===== src/sv/bhd_pkg.sv =====
`default_nettype none
package bhd_pkg;

    typedef enum logic [2:0] {
        MODE_PLAIN  = 3'd0,
        MODE_ESC    = 3'd1,
        MODE_HEX_HI = 3'd2,
        MODE_HEX_LO = 3'd3,
        MODE_SKIP   = 3'd4
    } t_mode;

    localparam logic [1:0] ST_GOING  = 2'd0;
    localparam logic [1:0] ST_DONE   = 2'd1;
    localparam logic [1:0] ST_BAD    = 2'd2;
    localparam logic [1:0] ST_FAILED = 2'd3;

    localparam logic [7:0] CHAR_BSLASH = 8'h5c;
    localparam logic [7:0] CHAR_X      = 8'h78;
    localparam logic [7:0] CHAR_ZERO   = 8'h30;
    localparam logic [7:0] CHAR_LA     = 8'h61;
    localparam logic [7:0] CHAR_LZ     = 8'h7a;
    localparam logic [7:0] CHAR_UA     = 8'h41;
    localparam logic [7:0] CHAR_UZ     = 8'h5a;
    localparam logic [7:0] DIGIT_TEN   = 8'h0a;

    typedef struct packed {
        logic [7:0] ch;
        logic       last;
    } t_in_word;

    typedef struct packed {
        logic       has_byte;
        logic [7:0] byte_out;
        logic [1:0] status;
    } t_out_word;

    // digit value with no range check, wraps mod 256
    function automatic logic [7:0] digit_value(input logic [7:0] c);
        logic [7:0] v;
        if (c inside {[CHAR_LA:CHAR_LZ]}) begin
            v = c - CHAR_LA + DIGIT_TEN;
        end else if (c inside {[CHAR_UA:CHAR_UZ]}) begin
            v = c - CHAR_UA + DIGIT_TEN;
        end else begin
            v = c - CHAR_ZERO;
        end
        return v;
    endfunction

endpackage
`default_nettype wire


===== src/sv/bhd_if.sv =====
`default_nettype none
interface bhd_in_if;
    logic       valid;
    logic       ready;
    logic [7:0] ch;
    logic       last;

    modport source (output valid, output ch, output last, input ready);
    modport sink (input valid, input ch, input last, output ready);
endinterface

interface bhd_out_if;
    logic       valid;
    logic       ready;
    logic       has_byte;
    logic [7:0] byte_out;
    logic [1:0] status;

    modport source (output valid, output has_byte, output byte_out, output status,
                    input ready);
    modport sink (input valid, input has_byte, input byte_out, input status,
                  output ready);
endinterface
`default_nettype wire


===== src/sv/bhd_in_reg.sv =====
`default_nettype none
module bhd_in_reg
    import bhd_pkg::*;
(
    input  wire logic     i_clk,
    input  wire logic     i_rst_n,
    input  wire logic     i_valid,
    input  wire t_in_word i_word,
    output logic          o_ready,
    input  wire logic     i_take,
    output logic          o_valid,
    output t_in_word      o_word
);

    logic     r_valid;
    t_in_word r_word;

    // room when empty or when the held word moves on this cycle
    assign o_ready = !r_valid || i_take;

    always_ff @(posedge i_clk) begin
        if (!i_rst_n) begin
            r_valid <= 1'b0;
        end else if (o_ready) begin
            r_valid <= i_valid;
        end
        if (o_ready && i_valid) begin
            r_word <= i_word;
        end
    end

    assign o_valid = r_valid;
    assign o_word  = r_word;

endmodule
`default_nettype wire


===== src/sv/bhd_decode.sv =====
`default_nettype none
module bhd_decode
    import bhd_pkg::*;
(
    input  wire logic     i_clk,
    input  wire logic     i_rst_n,
    input  wire logic     i_fire,
    input  wire t_in_word i_word,
    output t_out_word     o_word
);

    t_mode      r_mode, n_mode;
    logic [7:0] r_high, n_high;
    logic [7:0] digit;

    assign digit = digit_value(i_word.ch);

    always_comb begin
        n_mode          = r_mode;
        n_high          = r_high;
        o_word.has_byte = 1'b0;
        o_word.byte_out = 8'h00;
        o_word.status   = ST_GOING;
        case (r_mode)
            MODE_ESC: begin
                if (i_word.ch == CHAR_BSLASH) begin
                    o_word.has_byte = 1'b1;
                    o_word.byte_out = CHAR_BSLASH;
                    n_mode          = MODE_PLAIN;
                    o_word.status   = i_word.last ? ST_DONE : ST_GOING;
                end else if (i_word.ch == CHAR_X) begin
                    n_mode        = MODE_HEX_HI;
                    o_word.status = i_word.last ? ST_FAILED : ST_GOING;
                end else begin
                    n_mode        = MODE_SKIP;
                    o_word.status = i_word.last ? ST_FAILED : ST_BAD;
                end
            end
            MODE_HEX_HI: begin
                n_high        = {digit[3:0], 4'h0};
                n_mode        = MODE_HEX_LO;
                o_word.status = i_word.last ? ST_FAILED : ST_GOING;
            end
            MODE_HEX_LO: begin
                o_word.has_byte = 1'b1;
                o_word.byte_out = r_high + digit;
                n_mode          = MODE_PLAIN;
                o_word.status   = i_word.last ? ST_DONE : ST_GOING;
            end
            MODE_SKIP: begin
                o_word.status = i_word.last ? ST_FAILED : ST_GOING;
            end
            default: begin
                if (i_word.ch == CHAR_BSLASH) begin
                    n_mode        = MODE_ESC;
                    o_word.status = i_word.last ? ST_FAILED : ST_GOING;
                end else begin
                    o_word.has_byte = 1'b1;
                    o_word.byte_out = i_word.ch;
                    n_mode          = MODE_PLAIN;
                    o_word.status   = i_word.last ? ST_DONE : ST_GOING;
                end
            end
        endcase
        // end of string always restarts in plain mode
        if (i_word.last) begin
            n_mode = MODE_PLAIN;
            n_high = 8'h00;
        end
    end

    always_ff @(posedge i_clk) begin
        if (!i_rst_n) begin
            r_mode <= MODE_PLAIN;
            r_high <= 8'h00;
        end else if (i_fire) begin
            r_mode <= n_mode;
            r_high <= n_high;
        end
    end

endmodule
`default_nettype wire


===== src/sv/bhd_out_reg.sv =====
`default_nettype none
module bhd_out_reg
    import bhd_pkg::*;
(
    input  wire logic      i_clk,
    input  wire logic      i_rst_n,
    input  wire logic      i_valid,
    input  wire t_out_word i_word,
    output logic           o_take,
    input  wire logic      i_ready,
    output logic           o_valid,
    output t_out_word      o_word
);

    logic      r_valid;
    t_out_word r_word;

    assign o_take = !r_valid || i_ready;

    always_ff @(posedge i_clk) begin
        if (!i_rst_n) begin
            r_valid <= 1'b0;
        end else if (o_take) begin
            r_valid <= i_valid;
        end
        if (o_take && i_valid) begin
            r_word <= i_word;
        end
    end

    assign o_valid = r_valid;
    assign o_word  = r_word;

endmodule
`default_nettype wire


===== src/sv/backslash_hex_escape_decoder.sv =====
`default_nettype none
// Backslash hex escape decoder: takes one character of an escaped string per
// word on i_in and gives one result word per character on o_out (has_byte,
// byte_out, status). Plain characters pass through, "\\" gives a backslash,
// "\xHL" gives one byte; any other escape reports a bad escape and the rest
// of the string is dropped. A new character is taken every cycle while the
// sink keeps ready high; a character passes the input register and then the
// result register, with the decode and mode update between them. The decode
// state returns to plain mode after each word marked last.
module backslash_hex_escape_decoder
    import bhd_pkg::*;
(
    input  wire logic  i_clk,
    input  wire logic  i_rst_n,
    bhd_in_if.sink     i_in,
    bhd_out_if.source  o_out
);

    t_in_word  in_word, held_word;
    t_out_word dec_word, res_word;
    logic      held_valid, take, res_valid, in_ready;

    assign in_word.ch   = i_in.ch;
    assign in_word.last = i_in.last;
    assign i_in.ready   = in_ready;

    bhd_in_reg u_in_reg (
        .i_clk   (i_clk),
        .i_rst_n (i_rst_n),
        .i_valid (i_in.valid),
        .i_word  (in_word),
        .o_ready (in_ready),
        .i_take  (take),
        .o_valid (held_valid),
        .o_word  (held_word)
    );

    bhd_decode u_decode (
        .i_clk   (i_clk),
        .i_rst_n (i_rst_n),
        .i_fire  (held_valid && take),
        .i_word  (held_word),
        .o_word  (dec_word)
    );

    bhd_out_reg u_out_reg (
        .i_clk   (i_clk),
        .i_rst_n (i_rst_n),
        .i_valid (held_valid),
        .i_word  (dec_word),
        .o_take  (take),
        .i_ready (o_out.ready),
        .o_valid (res_valid),
        .o_word  (res_word)
    );

    assign o_out.valid    = res_valid;
    assign o_out.has_byte = res_word.has_byte;
    assign o_out.byte_out = res_word.byte_out;
    assign o_out.status   = res_word.status;

endmodule
`default_nettype wire


===== src/flat_wrapper.sv =====
// flat-port wrapper written by rule: the top's interface ports become plain ports
module backslash_hex_escape_decoder_flat import bhd_pkg::*;
  (i_clk, i_rst_n, i_in_valid, i_in_ch, i_in_last, i_in_ready, o_out_valid, o_out_has_byte, o_out_byte_out, o_out_status, o_out_ready);
  bhd_in_if i_in_i ();
  bhd_out_if o_out_i ();
  input  wire logic i_clk;
  input  wire logic i_rst_n;
  input wire logic [$bits(i_in_i.valid)-1:0] i_in_valid;
  input wire logic [$bits(i_in_i.ch)-1:0] i_in_ch;
  input wire logic [$bits(i_in_i.last)-1:0] i_in_last;
  output wire logic [$bits(i_in_i.ready)-1:0] i_in_ready;
  output wire logic [$bits(o_out_i.valid)-1:0] o_out_valid;
  output wire logic [$bits(o_out_i.has_byte)-1:0] o_out_has_byte;
  output wire logic [$bits(o_out_i.byte_out)-1:0] o_out_byte_out;
  output wire logic [$bits(o_out_i.status)-1:0] o_out_status;
  input wire logic [$bits(o_out_i.ready)-1:0] o_out_ready;
  assign i_in_i.valid = i_in_valid;
  assign i_in_i.ch = i_in_ch;
  assign i_in_i.last = i_in_last;
  assign i_in_ready = i_in_i.ready;
  assign o_out_valid = o_out_i.valid;
  assign o_out_has_byte = o_out_i.has_byte;
  assign o_out_byte_out = o_out_i.byte_out;
  assign o_out_status = o_out_i.status;
  assign o_out_i.ready = o_out_ready;
  backslash_hex_escape_decoder u_core (.i_clk(i_clk), .i_rst_n(i_rst_n), .i_in(i_in_i), .o_out(o_out_i));
endmodule

===== config.mk =====
export PLATFORM = sky130hd
export DESIGN_NAME = backslash_hex_escape_decoder_flat
export DESIGN_NICKNAME = d
export VERILOG_FILES = /design/src/sv/bhd_pkg.sv /design/src/sv/bhd_if.sv /design/src/sv/bhd_in_reg.sv /design/src/sv/bhd_decode.sv /design/src/sv/bhd_out_reg.sv /design/src/sv/backslash_hex_escape_decoder.sv /design/src/flat_wrapper.sv
export SDC_FILE = /design/constraint.sdc
export NUM_CORES = 1
export LEC_CHECK = 0
export BUFFER_PORTS_ARGS = -buffer_cell sky130_fd_sc_hd__buf_2
export CORE_MARGIN = 2
export CORE_UTILIZATION = 50
export CTS_BUF_LIST = sky130_fd_sc_hd__clkbuf_2 sky130_fd_sc_hd__clkbuf_4 sky130_fd_sc_hd__clkbuf_8
export CTS_CLUSTER_DIAMETER = 60
export DETAILED_ROUTE_END_ITERATION = 8
export HOLD_SLACK_MARGIN = 0.12
export PLACE_DENSITY = 0.71
export SYNTH_ARGS = -nofsm -noshare
export SYNTH_HDL_FRONTEND = slang
export SYNTH_SLANG_ARGS = --single-unit
export TNS_END_PERCENT = 1

===== constraint.sdc =====
create_clock -name i_clk -period 7 [get_ports i_clk]
set_input_delay 0 -clock i_clk [delete_from_list [all_inputs] [get_ports i_clk]]
set_output_delay 0 -clock i_clk [all_outputs]
set_load 0.01 [all_outputs]

==> metrics list <==
- Data arrival time at the worst-slack endpoint: 4.10 ns
* Proportion of synthesized chip area in sequential cells: 0.401
* Rows: 22
- Cell leakage power: approximately 0.90 nW
* Critical path start-end classification: reg2reg
* Global placer's final weighted congestion: ~0.85
- Final Hold Violating Endpoints: 0
- Category of the worst setup path launch point: flip-flop
- For the pin with the worst max-slew slack, the measured transition is about 0.68 ns.
* H-tree levels: 2
- The tree is rooted in a sky130_fd_sc_hd__clkbuf_8.
- Net Count, Synth: between 200 and 250
- Power per unit of standard cell area: roughly 170 nW/um^2
- The die covers 4410 sq um.
- Setup repair after global routing left no endpoint under its margin.
- Top-level port count: 26
* Commonest non-fill, non-tap cell in the layout: sky130_fd_sc_hd__buf_2
* Overall routed net length: between 4000 and 5000 um
- The clock passes through at most 2 buffers.
* Worst Hold Margin: between 0.15 and 0.2 ns
- The run finished with clean final reports.
- Summed over all failing endpoints, the final setup total negative slack is 0 ns.
* Register bit total from synthesis: 29
- Y dimension of the die: 66.4 um
* Routed wirelength normalized by instance count: 14.7 um
- Area of the core: 3720 sq um
* Width of the chip: around 66 um
- In this run the remaining antenna-violating nets after routing total 0.
* Starting utilization of the core area: 0.525
* Hold WC Path Type: in2reg
- Number of cells in the design after placement: approximately 270
- Of the available clock period, the critical path in the final layout requires 0.580.
* Number of design-rule violations left by the first detailed-router iteration: 58
- Non-Filler Instances: approximately 290
* Via count of the first global-routing pass: 1559
- Routed via count divided by cell count: ~5.8
- # diodes: 0
- Number of detailed-routing iterations run before antenna repair: 4
* Most frequent cells in the layout: 25 x sky130_fd_sc_hd__buf_2, 23 x sky130_fd_sc_hd__nand2_1, 20 x sky130_fd_sc_hd__edfxtp_1
* Global route total overflow: 0
- After clock tree synthesis, the repair step resized 0 gates.
- Number of antenna violations at the first check in global routing: 0
* Total Routing Usage GR: 0.221
- Of the cells placed in the final design, the portion with a size suffix greater than 1 is 0.185.
* Proportion of register bits with asynchronous set or reset after synthesis: 0
- DRC violation count after routing: 0
- Clock Sink Count: 29
- Critical path required time: roughly 7 ns
- On the final layout, the worst clock skew is 0.00766 ns.
* Peak fanout along the critical path: 15
- Normalized max-slew margin: 0.549
* TritonCTS clock tree: built
- Final setup violating endpoints: 0
* Number of cell instances on the worst register-to-register path: 13
- The first global-routing pass estimated approximately 7200 um of wire.
- For this run, the post-layout net count is about 260.
- Avg Cell Area, Syn: between 9 and 10 sq um
- Once detailed placement completed, the half-perimeter wirelength came to between 2000 and 3000 um.
- In this run, distinct cell masters in the synthesized netlist total 54.
* Number of flops mapped to enable cells by yosys: 20
- Register clock-pin slew on the reported worst setup and hold paths: approximately 0.07 ns
* Clock Latency Late Sink: approximately 0.28 ns
- Buffers on Ports: 25
* Count of mapped cells out of synthesis: 203
- The tool flagged a number of max-cap violations equal to 0.
* Maximum resistive drop on vdd: 0.000108 V
- Slew Limit Fails: 0
- P&R area growth vs syn: 17.8%
- Number of buffers added by the clock tree synthesis step: 5
- Cell area after synthesis: around 2000 sq um
- Largest net degree at the start of global routing: 19
- Endpoint class of the critical path: flip-flop
- The detailed router placed 1649 vias in this run.
- Static timing analysis puts the maximum clock frequency at between 200 and 250 MHz.
- Min-Delay Path Depth: 3
* Number of filler instances in the final layout: 320
* Count of yosys warnings during synthesis: 0
* Time the worst path needs with I/O delays and setup: 4.06 ns
* Most common flop cell mapped by yosys: sky130_fd_sc_hd__edfxtp_1
==> final timing paths <==
| kind | start | endpoint | slack (ns) |
|---|---|---|---|
| max | u_core.u_in_reg.o_word[6]$_DFFE_PP_ | u_core.u_out_reg.o_word[9]$_DFFE_PP_ | 2.94 |
| min | o_out_ready | u_core.u_out_reg.o_valid$_SDFFE_PN0P_ | 0.17 |
| max reg2reg | u_core.u_in_reg.o_word[6]$_DFFE_PP_ | u_core.u_out_reg.o_word[9]$_DFFE_PP_ | 2.94 |
| min reg2reg | u_core.u_decode.r_high[4]$_SDFFE_PN0P_ | u_core.u_decode.r_high[4]$_SDFFE_PN0P_ | 0.48 |
==> stage by stage <==
step	setup WS [ns]	power [mW]	utilization	cell area [sq um]
floorplan	3.53	0.234	-	1950
global placement	3.09	0.249	0.560	2080
detailed placement	2.99	0.250	0.560	2080
CTS	2.98	0.390	0.618	2300
global route	2.56	0.405	0.618	2300
finish	2.94	0.388	0.618	2300
==> cell type report <==
cell class	instances	area [sq um]	area share
Multi-Input combinational cell	152	1070	0.467
Inverter	11	41.3	0.0180
Clock inverter	2	10.0	0.00436
Timing Repair Buffer	38	255	0.111
Clock buffer	6	76.3	0.0332
Sequential cell	29	781	0.340
Tap cell	48	60.1	0.0262
==> cells in the mapped netlist, drive strengths merged (3+ instances only) <==
cell type	count	share of area
a21oi	9	0.025
clkbuf	7	0.013
mux2i	3	0.015
or3	4	0.013
o21a	4	0.015
nand2	23	0.044
o21bai	3	0.012
o21ai	9	0.023
nor3	5	0.013
edfxtp	20	0.31
ha	13	0.083
and2	3	0.0096
xnor2	6	0.027
o211ai	3	0.012
nand4	3	0.0096
nand3	5	0.013
a21boi	3	0.012
inv	11	0.021
dfxtp	9	0.092
nor2b	8	0.026
buf	4	0.015
nor2	10	0.019
==> metal layers <==
layer / vias up / wire [um] / track usage
met4: 0 / 112 / 0.102
met1: 749 / 1850 / 0.289
li1: 813 / - / -
met3: 11 / 286 / 0.0426
met5: - / 0 / 0
met2: 76 / 1960 / 0.350
==> logic make-up (layout without fill, tap and decap cells) <==
group	after synthesis	count (layout)	synth area share
AND/OR/NAND/NOR	76	76	0.209
AO/OA/AOI/OAI	50	50	0.189
buffers and inverters	22	57	0.0494
XOR/XNOR	7	7	0.0315
multiplexers	5	5	0.0270
flip-flops	29	29	0.401
adder cells (fa/ha/maj)	14	14	0.0937
==> critical path, cell delays in order (launching register included) <==
cell	delay, ns
sky130_fd_sc_hd__edfxtp_1	0.53
sky130_fd_sc_hd__inv_1	0.18
sky130_fd_sc_hd__ha_1	0.20
sky130_fd_sc_hd__nand4b_1	0.13
sky130_fd_sc_hd__or3b_2	0.50
sky130_fd_sc_hd__a21oi_2	0.55
sky130_fd_sc_hd__mux2i_1	0.29
sky130_fd_sc_hd__mux2i_1	0.10
sky130_fd_sc_hd__ha_1	0.29
sky130_fd_sc_hd__a21o_1	0.18
sky130_fd_sc_hd__a21oi_1	0.17
sky130_fd_sc_hd__xnor2_1	0.09
sky130_fd_sc_hd__or3_1	0.36
sky130_fd_sc_hd__a31o_2	0.25
==> registers in the layout, summed over array words and instances (netlist names) <==
signal                    cells
u_core.u_decode.r_mode        3
u_core.u_in_reg.o_valid       1
u_core.u_in_reg.o_word        9
u_core.u_decode.r_high        4
u_core.u_out_reg.o_word      11
u_core.u_out_reg.o_valid      1
==> power by group <==
part / switching [mW] / internal (mW)
combinational: 0.0273 / 0.0248
sequential: 0.00920 / 0.191
clock: 0.0632 / 0.0725
==> timing repair <==
item                      in CTS  in global routing
hold buffers                  13                  0
setup buffers                  0                  0
hold endpoints to repair      14                  0
Power figures use the tool's default switching activity.
